**config.mk**
```make
export PLATFORM = sky130hd
export DESIGN_NAME = stepper_fraction_position_commander_core
export DESIGN_NICKNAME = d
export VERILOG_FILES = /design/src/rtl/sfpc_pkg.sv /design/src/rtl/sfpc_regs.sv /design/src/rtl/sfpc_dp.sv /design/src/rtl/sfpc_ctrl.sv /design/src/rtl/stepper_fraction_position_commander_core.sv
export SDC_FILE = /design/constraint.sdc
export NUM_CORES = 2
export LEC_CHECK = 0
export ABC_CLOCK_PERIOD_IN_PS = 11700
export BUFFER_PORTS_ARGS = -buffer_cell sky130_fd_sc_hd__clkbuf_2
export CAP_MARGIN = 10
export CORE_MARGIN = 2
export CORE_UTILIZATION = 41
export CTS_BUF_LIST = sky130_fd_sc_hd__clkbuf_16
export CTS_CLUSTER_DIAMETER = 120
export DETAILED_ROUTE_END_ITERATION = 8
export PLACE_DENSITY = 0.67
export SLEW_MARGIN = 20
export SYNTH_ARGS = -nofsm -noshare
export SYNTH_HDL_FRONTEND = slang
export SYNTH_SLANG_ARGS = --single-unit
```
**constraint.sdc**
```tcl
create_clock -name aclk -period 11.7 [get_ports aclk]
set_input_delay 3.51 -clock aclk [delete_from_list [all_inputs] [get_ports aclk]]
set_output_delay 3.51 -clock aclk [all_outputs]
set_load 0.01 [all_outputs]
```
**src/rtl/sfpc_pkg.sv**
```systemverilog
`timescale 1ns / 1ps

package sfpc_pkg;

    // Configuration port address width: seven word registers.
    localparam int CfgAddrW = 5;

    // Command codes carried in the input tuser.
    localparam logic [1:0] CMD_POWER_ON  = 2'd0;
    localparam logic [1:0] CMD_SHUT_DOWN = 2'd1;
    localparam logic [1:0] CMD_MOVE      = 2'd2;
    localparam logic [1:0] CMD_MODE      = 2'd3;

    // Register indexes (byte address is four times the index).
    localparam logic [2:0] REG_STEP_NUM = 3'd0;
    localparam logic [2:0] REG_STEP_DEN = 3'd1;
    localparam logic [2:0] REG_FULL     = 3'd2;
    localparam logic [2:0] REG_DIR_INV  = 3'd3;
    localparam logic [2:0] REG_EN_LEVEL = 3'd4;
    localparam logic [2:0] REG_INIT_NUM = 3'd5;
    localparam logic [2:0] REG_INIT_DEN = 3'd6;

    // Operations of the shared multiplier.
    typedef enum logic [2:0] {
        MUL_TN_CD,
        MUL_DNUM,
        MUL_DDEN,
        MUL_FS,
        MUL_DV,
        MUL_TOP
    } mul_op_t;

    // Register file contents seen by the datapath.
    typedef struct packed {
        logic signed [15:0] step_num;
        logic signed [15:0] step_den;
        logic        [15:0] full_angle;
        logic               dir_invert;
        logic               en_active;
        logic               load_num;
        logic               load_den;
        logic signed [15:0] init_num;
        logic signed [15:0] init_den;
    } cfg_t;

    // Commands from the controller to the datapath.
    typedef struct packed {
        logic    capture;
        logic    mul_en;
        mul_op_t mul_op;
        logic    abs_en;
        logic    div_step;
        logic    commit;
    } ctl_t;

    // Status from the datapath to the controller.
    typedef struct packed {
        logic [1:0] cmd;
        logic       reject;
        logic       degenerate;
    } sts_t;

endpackage

```
**src/rtl/sfpc_regs.sv**
```systemverilog
`timescale 1ns / 1ps

module sfpc_regs import sfpc_pkg::*; (
    input  logic                aclk,
    input  logic                aresetn,
    input  logic                psel,
    input  logic                penable,
    input  logic                pwrite,
    input  logic [CfgAddrW-1:0] paddr,
    input  logic [31:0]         pwdata,
    output logic [31:0]         prdata,
    output cfg_t                cfg
);

    logic        [15:0] step_num_reg;
    logic        [15:0] step_den_reg;
    logic        [15:0] full_reg;
    logic               dir_inv_reg;
    logic               en_level_reg;
    logic        [15:0] init_num_reg;
    logic        [15:0] init_den_reg;
    logic               wr;
    logic        [2:0]  idx;

    assign idx = paddr[CfgAddrW-1:2];
    assign wr  = psel && penable && pwrite;

    always_ff @(posedge aclk) begin
        if (!aresetn) begin
            step_num_reg <= 16'd9;
            step_den_reg <= 16'd5;
            full_reg     <= 16'd360;
            dir_inv_reg  <= 1'b0;
            en_level_reg <= 1'b1;
            init_num_reg <= 16'd0;
            init_den_reg <= 16'd1;
        end else if (wr) begin
            unique case (idx)
                REG_STEP_NUM: step_num_reg <= pwdata[15:0];
                REG_STEP_DEN: step_den_reg <= pwdata[15:0];
                REG_FULL:     full_reg     <= pwdata[15:0];
                REG_DIR_INV:  dir_inv_reg  <= pwdata[0];
                REG_EN_LEVEL: en_level_reg <= pwdata[0];
                REG_INIT_NUM: init_num_reg <= pwdata[15:0];
                REG_INIT_DEN: init_den_reg <= pwdata[15:0];
                default: ;
            endcase
        end
    end

    always_comb begin
        unique case (idx)
            REG_STEP_NUM: prdata = {16'd0, step_num_reg};
            REG_STEP_DEN: prdata = {16'd0, step_den_reg};
            REG_FULL:     prdata = {16'd0, full_reg};
            REG_DIR_INV:  prdata = {31'd0, dir_inv_reg};
            REG_EN_LEVEL: prdata = {31'd0, en_level_reg};
            REG_INIT_NUM: prdata = {16'd0, init_num_reg};
            REG_INIT_DEN: prdata = {16'd0, init_den_reg};
            default:      prdata = 32'd0;
        endcase
    end

    // A write to either initial angle register also reloads the current angle.
    assign cfg.step_num   = step_num_reg;
    assign cfg.step_den   = step_den_reg;
    assign cfg.full_angle = full_reg;
    assign cfg.dir_invert = dir_inv_reg;
    assign cfg.en_active  = en_level_reg;
    assign cfg.load_num   = wr && (idx == REG_INIT_NUM);
    assign cfg.load_den   = wr && (idx == REG_INIT_DEN);
    assign cfg.init_num   = pwdata[15:0];
    assign cfg.init_den   = pwdata[15:0];

endmodule

```
**src/rtl/sfpc_dp.sv**
```systemverilog
`timescale 1ns / 1ps

module sfpc_dp import sfpc_pkg::*; (
    input  logic               aclk,
    input  logic               aresetn,
    input  cfg_t               cfg,
    input  ctl_t               ctl,
    input  logic [1:0]         in_command,
    input  logic signed [15:0] in_target_num,
    input  logic signed [15:0] in_target_den,
    input  logic               in_pulses_running,
    output sts_t               sts,
    output logic [23:0]        res_data
);

    // Captured command.
    logic        [1:0]  cmd_reg;
    logic signed [15:0] tn_reg;
    logic signed [15:0] td_reg;
    logic               run_reg;

    // Block state.
    logic signed [15:0] cur_num_reg;
    logic signed [15:0] cur_den_reg;
    logic               dir_pin_reg;
    logic               en_pin_reg;

    // Products.
    logic signed [32:0] prod_reg;
    logic signed [32:0] dnum_reg;
    logic signed [32:0] dden_reg;
    logic signed [32:0] fs_reg;
    logic signed [46:0] dv_reg;
    logic signed [63:0] top_reg;

    // Divider.
    logic        [63:0] quo_reg;
    logic        [45:0] rem_reg;
    logic        [45:0] div_reg;
    logic               neg_reg;

    logic        [23:0] res_reg;

    logic signed [32:0] mul_a;
    logic signed [32:0] mul_b;
    logic signed [65:0] mul_p;
    logic signed [63:0] top_neg;
    logic signed [46:0] dv_neg;
    logic        [46:0] rem_sh;
    logic               ge;

    logic               status_c;
    logic               dir_c;
    logic               en_c;
    logic               start_c;
    logic        [15:0] count_c;
    logic               stop_c;

    always_ff @(posedge aclk) begin
        if (ctl.capture) begin
            cmd_reg <= in_command;
            tn_reg  <= in_target_num;
            td_reg  <= in_target_den;
            run_reg <= in_pulses_running;
        end
    end

    assign sts.cmd        = cmd_reg;
    assign sts.reject     = (td_reg == 16'sd0) || run_reg;
    assign sts.degenerate = (cur_den_reg == 16'sd0) || (cfg.step_num == 16'sd0);

    // One shared signed multiplier, stepped through the cross-multiply.
    always_comb begin
        unique case (ctl.mul_op)
            MUL_TN_CD: begin
                mul_a = {{17{tn_reg[15]}}, tn_reg};
                mul_b = {{17{cur_den_reg[15]}}, cur_den_reg};
            end
            MUL_DNUM: begin
                mul_a = {{17{cur_num_reg[15]}}, cur_num_reg};
                mul_b = {{17{td_reg[15]}}, td_reg};
            end
            MUL_DDEN: begin
                mul_a = {{17{td_reg[15]}}, td_reg};
                mul_b = {{17{cur_den_reg[15]}}, cur_den_reg};
            end
            MUL_FS: begin
                mul_a = {17'd0, cfg.full_angle};
                mul_b = {{17{cfg.step_den[15]}}, cfg.step_den};
            end
            MUL_DV: begin
                mul_a = dden_reg;
                mul_b = {{17{cfg.step_num[15]}}, cfg.step_num};
            end
            MUL_TOP: begin
                mul_a = dnum_reg;
                mul_b = fs_reg;
            end
            default: begin
                mul_a = '0;
                mul_b = '0;
            end
        endcase
    end

    assign mul_p = mul_a * mul_b;

    always_ff @(posedge aclk) begin
        if (ctl.mul_en) begin
            unique case (ctl.mul_op)
                MUL_TN_CD: prod_reg <= mul_p[32:0];
                MUL_DNUM:  dnum_reg <= prod_reg - mul_p[32:0];
                MUL_DDEN:  dden_reg <= mul_p[32:0];
                MUL_FS:    fs_reg   <= mul_p[32:0];
                MUL_DV:    dv_reg   <= mul_p[46:0];
                MUL_TOP:   top_reg  <= mul_p[63:0];
                default: ;
            endcase
        end
    end

    // Restoring division on magnitudes; the sign of the quotient sets the direction pin.
    assign top_neg = -top_reg;
    assign dv_neg  = -dv_reg;
    assign rem_sh  = {rem_reg, quo_reg[63]};
    assign ge      = rem_sh >= {1'b0, div_reg};

    always_ff @(posedge aclk) begin
        if (ctl.abs_en) begin
            quo_reg <= top_reg[63] ? top_neg : top_reg;
            div_reg <= dv_reg[46] ? dv_neg[45:0] : dv_reg[45:0];
            rem_reg <= '0;
            neg_reg <= top_reg[63] ^ dv_reg[46];
        end else if (ctl.div_step) begin
            rem_reg <= ge ? 46'(rem_sh - {1'b0, div_reg}) : rem_sh[45:0];
            quo_reg <= {quo_reg[62:0], ge};
        end
    end

    // Outcome of the captured command.
    always_comb begin
        status_c = 1'b0;
        dir_c    = dir_pin_reg;
        en_c     = en_pin_reg;
        start_c  = 1'b0;
        count_c  = 16'd0;
        stop_c   = 1'b0;
        unique case (cmd_reg)
            CMD_POWER_ON: begin
                en_c  = cfg.en_active;
                dir_c = ~cfg.dir_invert;
            end
            CMD_SHUT_DOWN: begin
                stop_c = 1'b1;
                en_c   = ~cfg.en_active;
            end
            CMD_MOVE: begin
                if (sts.reject) begin
                    status_c = 1'b1;
                end else if (!sts.degenerate && (quo_reg != 64'd0)) begin
                    start_c = 1'b1;
                    count_c = quo_reg[15:0];
                    dir_c   = neg_reg ? cfg.dir_invert : ~cfg.dir_invert;
                end
            end
            CMD_MODE: begin
                status_c = 1'b1;
            end
        endcase
    end

    always_ff @(posedge aclk) begin
        if (!aresetn) begin
            cur_num_reg <= 16'sd0;
            cur_den_reg <= 16'sd1;
            dir_pin_reg <= 1'b0;
            en_pin_reg  <= 1'b0;
        end else begin
            if (cfg.load_num) begin
                cur_num_reg <= cfg.init_num;
            end
            if (cfg.load_den) begin
                cur_den_reg <= cfg.init_den;
            end
            if (ctl.commit) begin
                dir_pin_reg <= dir_c;
                en_pin_reg  <= en_c;
                if ((cmd_reg == CMD_MOVE) && !sts.reject) begin
                    cur_num_reg <= tn_reg;
                    cur_den_reg <= td_reg;
                end
            end
        end
    end

    always_ff @(posedge aclk) begin
        if (ctl.commit) begin
            res_reg <= {3'd0, stop_c, count_c, start_c, en_c, dir_c, status_c};
        end
    end

    assign res_data = res_reg;

endmodule

```
**src/rtl/sfpc_ctrl.sv**
```systemverilog
`timescale 1ns / 1ps

module sfpc_ctrl import sfpc_pkg::*; (
    input  logic aclk,
    input  logic aresetn,
    input  logic s_tvalid,
    output logic s_tready,
    output logic m_tvalid,
    input  logic m_tready,
    input  sts_t sts,
    output ctl_t ctl
);

    localparam logic [3:0] ST_IDLE   = 4'd0;
    localparam logic [3:0] ST_DECIDE = 4'd1;
    localparam logic [3:0] ST_TN_CD  = 4'd2;
    localparam logic [3:0] ST_DNUM   = 4'd3;
    localparam logic [3:0] ST_DDEN   = 4'd4;
    localparam logic [3:0] ST_FS     = 4'd5;
    localparam logic [3:0] ST_DV     = 4'd6;
    localparam logic [3:0] ST_TOP    = 4'd7;
    localparam logic [3:0] ST_ABS    = 4'd8;
    localparam logic [3:0] ST_DIV    = 4'd9;
    localparam logic [3:0] ST_DONE   = 4'd10;

    logic [3:0] state_reg;
    logic [3:0] state_next;
    logic [5:0] cnt_reg;
    logic [5:0] cnt_next;
    logic       m_tvalid_reg;
    logic       m_tvalid_next;
    logic       out_free;

    assign out_free = !m_tvalid_reg || m_tready;
    assign s_tready = (state_reg == ST_IDLE);
    assign m_tvalid = m_tvalid_reg;

    always_comb begin
        state_next    = state_reg;
        cnt_next      = cnt_reg;
        m_tvalid_next = m_tvalid_reg && !m_tready;
        ctl           = '0;
        ctl.mul_op    = MUL_TN_CD;
        unique case (state_reg)
            ST_IDLE: begin
                if (s_tvalid) begin
                    ctl.capture = 1'b1;
                    state_next  = ST_DECIDE;
                end
            end
            ST_DECIDE: begin
                if ((sts.cmd == CMD_MOVE) && !sts.reject && !sts.degenerate) begin
                    state_next = ST_TN_CD;
                end else begin
                    state_next = ST_DONE;
                end
            end
            ST_TN_CD: begin
                ctl.mul_en = 1'b1;
                ctl.mul_op = MUL_TN_CD;
                state_next = ST_DNUM;
            end
            ST_DNUM: begin
                ctl.mul_en = 1'b1;
                ctl.mul_op = MUL_DNUM;
                state_next = ST_DDEN;
            end
            ST_DDEN: begin
                ctl.mul_en = 1'b1;
                ctl.mul_op = MUL_DDEN;
                state_next = ST_FS;
            end
            ST_FS: begin
                ctl.mul_en = 1'b1;
                ctl.mul_op = MUL_FS;
                state_next = ST_DV;
            end
            ST_DV: begin
                ctl.mul_en = 1'b1;
                ctl.mul_op = MUL_DV;
                state_next = ST_TOP;
            end
            ST_TOP: begin
                ctl.mul_en = 1'b1;
                ctl.mul_op = MUL_TOP;
                state_next = ST_ABS;
            end
            ST_ABS: begin
                ctl.abs_en = 1'b1;
                cnt_next   = '0;
                state_next = ST_DIV;
            end
            ST_DIV: begin
                ctl.div_step = 1'b1;
                cnt_next     = cnt_reg + 6'd1;
                if (cnt_reg == '1) begin
                    state_next = ST_DONE;
                end
            end
            ST_DONE: begin
                if (out_free) begin
                    ctl.commit    = 1'b1;
                    m_tvalid_next = 1'b1;
                    state_next    = ST_IDLE;
                end
            end
            default: begin
                state_next = ST_IDLE;
            end
        endcase
    end

    always_ff @(posedge aclk) begin
        if (!aresetn) begin
            state_reg    <= ST_IDLE;
            cnt_reg      <= '0;
            m_tvalid_reg <= 1'b0;
        end else begin
            state_reg    <= state_next;
            cnt_reg      <= cnt_next;
            m_tvalid_reg <= m_tvalid_next;
        end
    end

endmodule

```
**src/rtl/stepper_fraction_position_commander_core.sv**
```systemverilog
`timescale 1ns / 1ps

// Stepper position commander. Each input beat carries one command in s_tuser (power on, shut
// down, move to position, or an unsupported mode request) and, for a move, a target angle given
// as the fraction target_num/target_den of full_angle. Every command yields exactly one result
// beat with the status and the levels for the direction and enable pins, plus the burst request
// for the external pulse generator. A move works out the step count as
// (tn*cd - cn*td) * full_angle * step_den / (td*cd * step_num), truncated toward zero, on one
// shared signed 33 by 33 bit multiplier (six products, one a cycle) and a restoring divider that
// produces one quotient bit a cycle for a 64-bit quotient; a move that is neither rejected nor
// degenerate runs these steps, while any other command goes straight to its result beat.
// The block works on one command at a time; the next input beat is taken as soon as the previous
// result has been placed in the output register, even while that result still waits for
// m_tready. Moves are rejected when the target denominator is zero or pulses are still running.
// Registers must be written over the APB port only while the block is idle; the block itself
// does not enforce this. Writing an initial angle register also reloads the current angle.

module stepper_fraction_position_commander_core import sfpc_pkg::*; (
    input  logic                aclk,
    input  logic                aresetn,
    // Input stream.
    input  logic                s_tvalid,
    output logic                s_tready,
    input  logic [39:0]         s_tdata,   // target_num[15:0], target_den[31:16],
                                           // pulses_running[32], zero fill
    input  logic [1:0]          s_tuser,   // command[1:0]
    // Result stream.
    output logic                m_tvalid,
    input  logic                m_tready,
    output logic [23:0]         m_tdata,   // status[0], dir_level[1], enable_level[2],
                                           // start_pulses[3], pulse_count[19:4],
                                           // stop_pulses[20], zero fill
    // Configuration port.
    input  logic                psel,
    input  logic                penable,
    input  logic                pwrite,
    input  logic [CfgAddrW-1:0] paddr,
    input  logic [31:0]         pwdata,
    output logic [31:0]         prdata,
    output logic                pready
);

    cfg_t cfg;
    ctl_t ctl;
    sts_t sts;

    // The register file never inserts wait states.
    assign pready = 1'b1;

    sfpc_regs u_regs (
        .aclk    (aclk),
        .aresetn (aresetn),
        .psel    (psel),
        .penable (penable),
        .pwrite  (pwrite),
        .paddr   (paddr),
        .pwdata  (pwdata),
        .prdata  (prdata),
        .cfg     (cfg)
    );

    // The controller sequences the multiplier steps and the divider and owns both handshakes.
    sfpc_ctrl u_ctrl (
        .aclk     (aclk),
        .aresetn  (aresetn),
        .s_tvalid (s_tvalid),
        .s_tready (s_tready),
        .m_tvalid (m_tvalid),
        .m_tready (m_tready),
        .sts      (sts),
        .ctl      (ctl)
    );

    // The datapath holds the current angle, the pin levels and the result register.
    sfpc_dp u_dp (
        .aclk              (aclk),
        .aresetn           (aresetn),
        .cfg               (cfg),
        .ctl               (ctl),
        .in_command        (s_tuser),
        .in_target_num     (s_tdata[15:0]),
        .in_target_den     (s_tdata[31:16]),
        .in_pulses_running (s_tdata[32]),
        .sts               (sts),
        .res_data          (m_tdata)
    );

endmodule

```
# Yosys cells after proc, flatten, opt, wreduce, memory -nomap -nowiden
# Cells that the tools add are included.
[op_classes] order_cmp=1 mul=1 eq_ne=28 reduce_logical=42 n_bitwise=5 n_addsub=5 n_mux=38
[ops] op="one-hot mux 33 bit (6 select lines)" n=1
[ops] op="2-to-1 mux 64 bit" n=3
[ops] op="one-hot mux 33 bit (5 select lines)" n=1
[ops] op="one-hot mux 16 bit (7 select lines)" n=1
[ops] op="2-to-1 mux 16 bit" n=6
[ops] op="2-to-1 mux 46 bit" n=2
[ops] op="multiplier 33 x 33 -> 64 bit" n=1
[ops] op="negation 64 bit" n=1
[ops] op="nonzero test 64 bit" n=1
[ops] op="zero test 16 bit" n=3
[ops] op="greater-or-equal comparator 47 x 46 -> 1 bit" n=1
[ops] op="negation 46 bit" n=1
[ops] op="subtractor 46 bit" n=1
[ops] op="one-hot mux 4 bit (11 select lines)" n=1
[ops] op="subtractor 33 bit" n=1
[ops] op="AND reduction 2 bit" n=13
[ops] op="one-hot mux 4 bit (6 select lines)" n=1
[ops] op="== test 4 x 3 -> 1 bit (second input constant)" n=4
[ops] op="2-to-1 mux 4 bit" n=4
[ops] op="== test 3 bit (second input constant)" n=5
[ops] op="2-to-1 mux 1 bit" n=14
[ops] op="== test 3 x 2 -> 1 bit (second input constant)" n=4
[ops] op="== test 4 bit (second input constant)" n=3
[ops] op="one-hot mux 6 bit (2 select lines)" n=1
[ops] op="other kinds (22)" n=46
[word_totals] out_inout_bits=59 elab_cells=151 register_bits=583

# Depth between registers and ports, before layout
[logic_depth] word_depth=7 mapped_depth=49 mapped_depth_nobuf=44

# Cells and area by module
# From an unflattened synthesis, not the netlist that was laid out.
[unflattened] hier_cells=6919 hier_area_um2=66875.4
[by_module_without_submodules] module="sfpc_dp" area_per_inst_um2=62095.8 cells_each=6401 instances=1
[by_module_without_submodules] module="sfpc_regs" area_per_inst_um2=4102.7 cells_each=433 instances=1
[by_module_without_submodules] module="sfpc_ctrl" area_per_inst_um2=665.6 cells_each=83 instances=1
[by_module_without_submodules] module="stepper_fraction_position_commander_core" area_per_inst_um2=11.3 cells_each=2 instances=1

# Least setup slack after synthesis
# OpenSTA, ideal clock, no wires.
[synth_timing] path_kind="register -> register" from="reg u_ctrl.state_reg[0]" to="reg u_dp.dnum_reg[32], data pin" path_slack_ns=-1.008 path_stages_with_launch=44 required_time_ns=11.440 n_path_buf=4 arrival_ns=12.448 path_cell_list="dfxtp_1 > clkbuf_1 > nor3_1 > a22oi_1 > nand2_1 > clkbuf_1 > clkbuf_1 > a21o_1 > clkbuf_1 > nand2_1 > fa_1 > fa_1 > fa_1 > fa_1 > inv_1 > ha_1 > ha_1 > fa_1 > [... 8 more ...] > o21ai_0 > a21o_1 > xor2_1 > inv_1 > ha_1 > a21oi_1 > o21ai_0 > a21oi_1 > o21ai_0 > and2_1 > o211a_1 > nor4_1 > a41oi_1 > o2111ai_1 > nand3_1 > maj3_1 > a21oi_1 > xnor2_1"
[synth_between] elab_chain_cells=7 word_cells_on_any_way=18 classes_between="add/sub: 1; mul: 1; eq/ne: 11; mux: 3; reduce/logical: 2"
[synth_lines] item="start, declared" line="sfpc_ctrl.sv:26" source="logic [3:0] state_reg;"
[synth_lines] item="start signal, assigned" line="sfpc_ctrl.sv:119" source="state_reg <= state_next;"
[synth_lines] item="== test 4 x 3 -> 1 bit / == test 4 x 2 -> 1 bit (equally long branches)" line="sfpc_ctrl.sv:44" source="unique case (state_reg)"
[synth_lines] item="one-hot mux 4 bit (6 select lines) *" line="sfpc_ctrl.sv:44"
[synth_lines] item="== test 3 x 2 -> 1 bit / zero test 3 bit (equally long branches)" line="sfpc_dp.sv:74" source="unique case (ctl.mul_op)"
[synth_lines] item="OR reduction 2 bit (no line)"
[synth_lines] item="one-hot mux 33 bit (5 select lines)" line="sfpc_dp.sv:74"
[synth_lines] item="multiplier 33 x 33 -> 64 bit *" line="sfpc_dp.sv:106" source="assign mul_p = mul_a * mul_b;"
[synth_lines] item="net u_dp.mul_p[18]" line="sfpc_dp.sv:46" source="logic signed [65:0] mul_p;"
[synth_lines] item="subtractor 33 bit *" line="sfpc_dp.sv:112" source="MUL_DNUM: dnum_reg <= prod_reg - mul_p[32:0];"
[synth_lines] item="end signal, assigned" line="sfpc_dp.sv:112"
[synth_lines] item="end, declared" line="sfpc_dp.sv:30" source="logic signed [32:0] dnum_reg;"
# The timed path passes the listed nets; every way through them passes the cells marked *.
# A chain may end at the register's enable or synchronous reset.

# Final worst setup path
[layout_timing] from="reg u_ctrl.state_reg[2]" to="reg u_dp.dnum_reg[32], data pin"
# The elaborated chain is that of the path after synthesis.

==> flow_metrics.py <==
metrics = {
    "detailed_routing": {
        "drc": 0,
        "first_pass_iters": 8,
        "ant_nets": 0,
        "vias": 49633,
        "wl_per_cell_um": 22.5,
        "via_per_inst": 5.50,
        "wl_um": 203000,
        "first_iter_violations": 4609,
    },
    "critical_path": {
        "crit_top_cell": "fa_1",
        "r2r.worst_path.cells": 44,
        "cp-end-kind": "flop",
        "cp.required_ps": 12060,
        "critPathLaunchType": "flop",
        "worst-setup-path-type": "reg2reg",
        "slowest_delay_ps": 690,
        "crit_fanout": 14,
        "slowest_stage": "a222oi_1",
        "critical_path_arrival_ps": 11600,
    },
    "floorplan": {
        "start_util": 0.414,
        "die-area_um2": 163000,
        "core-area_um2": 159000,
        "die_y_um": 404,
        "die_x_um": 404,
        "num_rows": 146,
        "pin_count": 145,
    },
    "place": {
        "preCtsSetupSlack_ps": 82.6,
        "place_congestion": 0.998,
        "placedInstanceArea_um2": 69000,
        "dp_hpwl_um": 161000,
        "place.detailed.instances": 8895,
        "port-buffer-count": 99,
    },
    "clocking": {
        "root_buffer": "clkbuf_16",
        "cts_tree": "yes",
        "cts.sink_count": 583,
        "clk_pin_slew_ps": 60,
        "cts_hold_buf": 0,
        "cts.path.max_buffers": 3,
        "htree_num_levels": 3,
        "clock_latency_ps": 630,
        "cts-buffers-inserted": 66,
    },
    "sta": {
        "worstMarginPinSlew_ps": 1160,
        "hold_violations": 0,
        "setup_viol": 0,
        "layout_setup_ws_ps": 458,
        "period_needed_ps": 11240,
        "skew_ps": 48.4,
        "drv_slew": 0,
        "fmax_mhz": 89.0,
        "fin_crit_sh": 0.961,
        "slew_headroom": 0.230,
    },
    "power": {
        "swShare": 0.469,
        "p_total_uw": 13700,
        "pwr-share-clk": 0.155,
        "comb_power_share": 0.623,
        "vdd_ir_drop_max_uv": 193,
        "p_sw_uw": 6450,
        "p_leak_uw": 0.0301,
        "p_per_area_nw_per_um2": 192,
        "seqPwrFrac": 0.222,
        "p_int_uw": 7300,
    },
    "yosys": {
        "ys.flop_type": "edfxtp_1",
        "netlist_area_um2": 65600,
        "yosys-top-cells-area": "fa_1 (34%), edfxtp_1 (19%), nand2_1 (6.6%), inv_1 (6.6%), ha_1 (5.4%)",
        "synth_enable_flop_cells": 410,
        "syn_avg_cell_area_um2": 9.56,
        "synth-seq-cells": 583,
        "async_flop_share": 0,
        "synth_top_area_frac": 0.344,
        "synth_most_common_cell": "nand2_1",
        "yosysWarnings": 0,
        "synth_common_cells": "nand2_1 (1,162), inv_1 (1,151), fa_1 (1,127), nor2_1 (565), edfxtp_1 (410)",
        "yosys.area.top_type": "fa_1",
        "synthCells": 6860,
        "synth.distinct_cells": 81,
        "ys_seq_area_frac": 0.240,
    },
    "cells_and_area": {
        "fin_cells": 9027,
        "final_cell_area_um2": 71400,
        "drive_gt1_frac": 0.0725,
        "syn_to_final_growth_pct": 8.91,
        "nets": 8400,
    },
    "global_routing": {
        "grt_max_degree": 128,
        "grt.overflow.total": 0,
        "grt_pass1_wl_um": 310000,
        "grt_antenna_before_repair": 4,
        "grt_pass1_vias": 51814,
        "grt_use_total": 0.250,
    },
    "worst_hold_path": {
        "hold_path.class": "reg2reg",
        "whs_path_depth": 2,
    },
    "status": {
        "status": "complete, no violations",
    },
    "job": {
        "cap_viol_max_count": 0,
    },
}
layout by cell type (no fill, tap or decap), types with 16 or more instances in the layout:
master	count
nor2b_1	41
or2_2	16
o31ai_1	30
o21ai_0	209
and2_1	29
fa_1	1127
nand4_1	42
xnor2_1	141
nand3_1	73
and3_1	16
a21oi_1	203
nand2b_1	34
nand2_1	1155
clkbuf_16	67
edfxtp_1	410
a22oi_1	19
a221oi_1	29
conb_1	20
ha_1	284
nor3_1	29
xor2_1	104
a221o_1	19
a21o_1	77
o21ai_1	16
o21a_1	34
dfxtp_1	172
nor2_1	562
a21boi_0	79
o211a_1	34
nor4_1	38
buf_4	201
inv_1	1159
clkbuf_2	98
mux2i_1	67
or3_1	21
logic make-up after synthesis:
group	Yosys count	synth area share
compound gates	905	0.0922
xor+xnor	245	0.0327
buf+inv	1504	0.0873
mux	69	0.0106
simple gates	2140	0.139
flops	583	0.240
other cells	2	0.000114
fa+ha+maj	1412	0.398
worst paths after layout:
path | from | endpoint | slack (ps)
max | u_ctrl.state_reg[2] | u_dp.dnum_reg[32] | 460
min | u_regs.init_den_reg[14] | u_regs.init_den_reg[14] | 460
max reg2reg | u_ctrl.state_reg[2] | u_dp.dnum_reg[32] | 460
min reg2reg | u_regs.init_den_reg[14] | u_regs.init_den_reg[14] | 460
power by group through the flow:
stage          Sequential, µW  Clock, µW  Combinational [µW]
2_1_floorplan            3040          0                5510
3_3_place_gp             3080          0                8150
3_5_place_dp             3090          0                8330
4_1_cts                  3050       2170                8390
5_1_grt                  3060       2240                9420
6_report                 3050       2130                8570
timing repair:
action	CTS	global route
setup endpoints to repair	0	9
resized for setup	0	57
buffers inserted	0	10
layout make-up:
cell class                 count  area (µm²)
fill                       14868       87100
timing repair buffer         308        2140
antenna                        1        2.50
clock buffer                  67        1680
inverter                    1151        4320
sequential                   583       15800
multi-input combinational   4793       44400
clock inverter                52         524
tap                         2072        2590
through the flow:
step                utilization  setup TNS [ps]  hold WS (ps)
floorplan                     -               0           441
global route              0.451           -62.4           493
CTS                       0.449               0           469
global placement          0.435               0           455
finish                    0.451               0           465
detailed placement        0.435               0           460
critical path, delay by kind of cell, from the launching register on:
family	cells	cell delay, ps
flops	1	490
compound gates	15	3490
fa+ha+maj	11	4390
simple gates	8	1420
xor+xnor	2	270
buf+inv	8	910
layer usage:
layer	global-route usage	routed length (µm)
met5	0	26
met4	0.0988	9020
met2	0.385	88600
met3	0.0731	23200
met1	0.333	82200
Power figures use the tool's default switching activity.
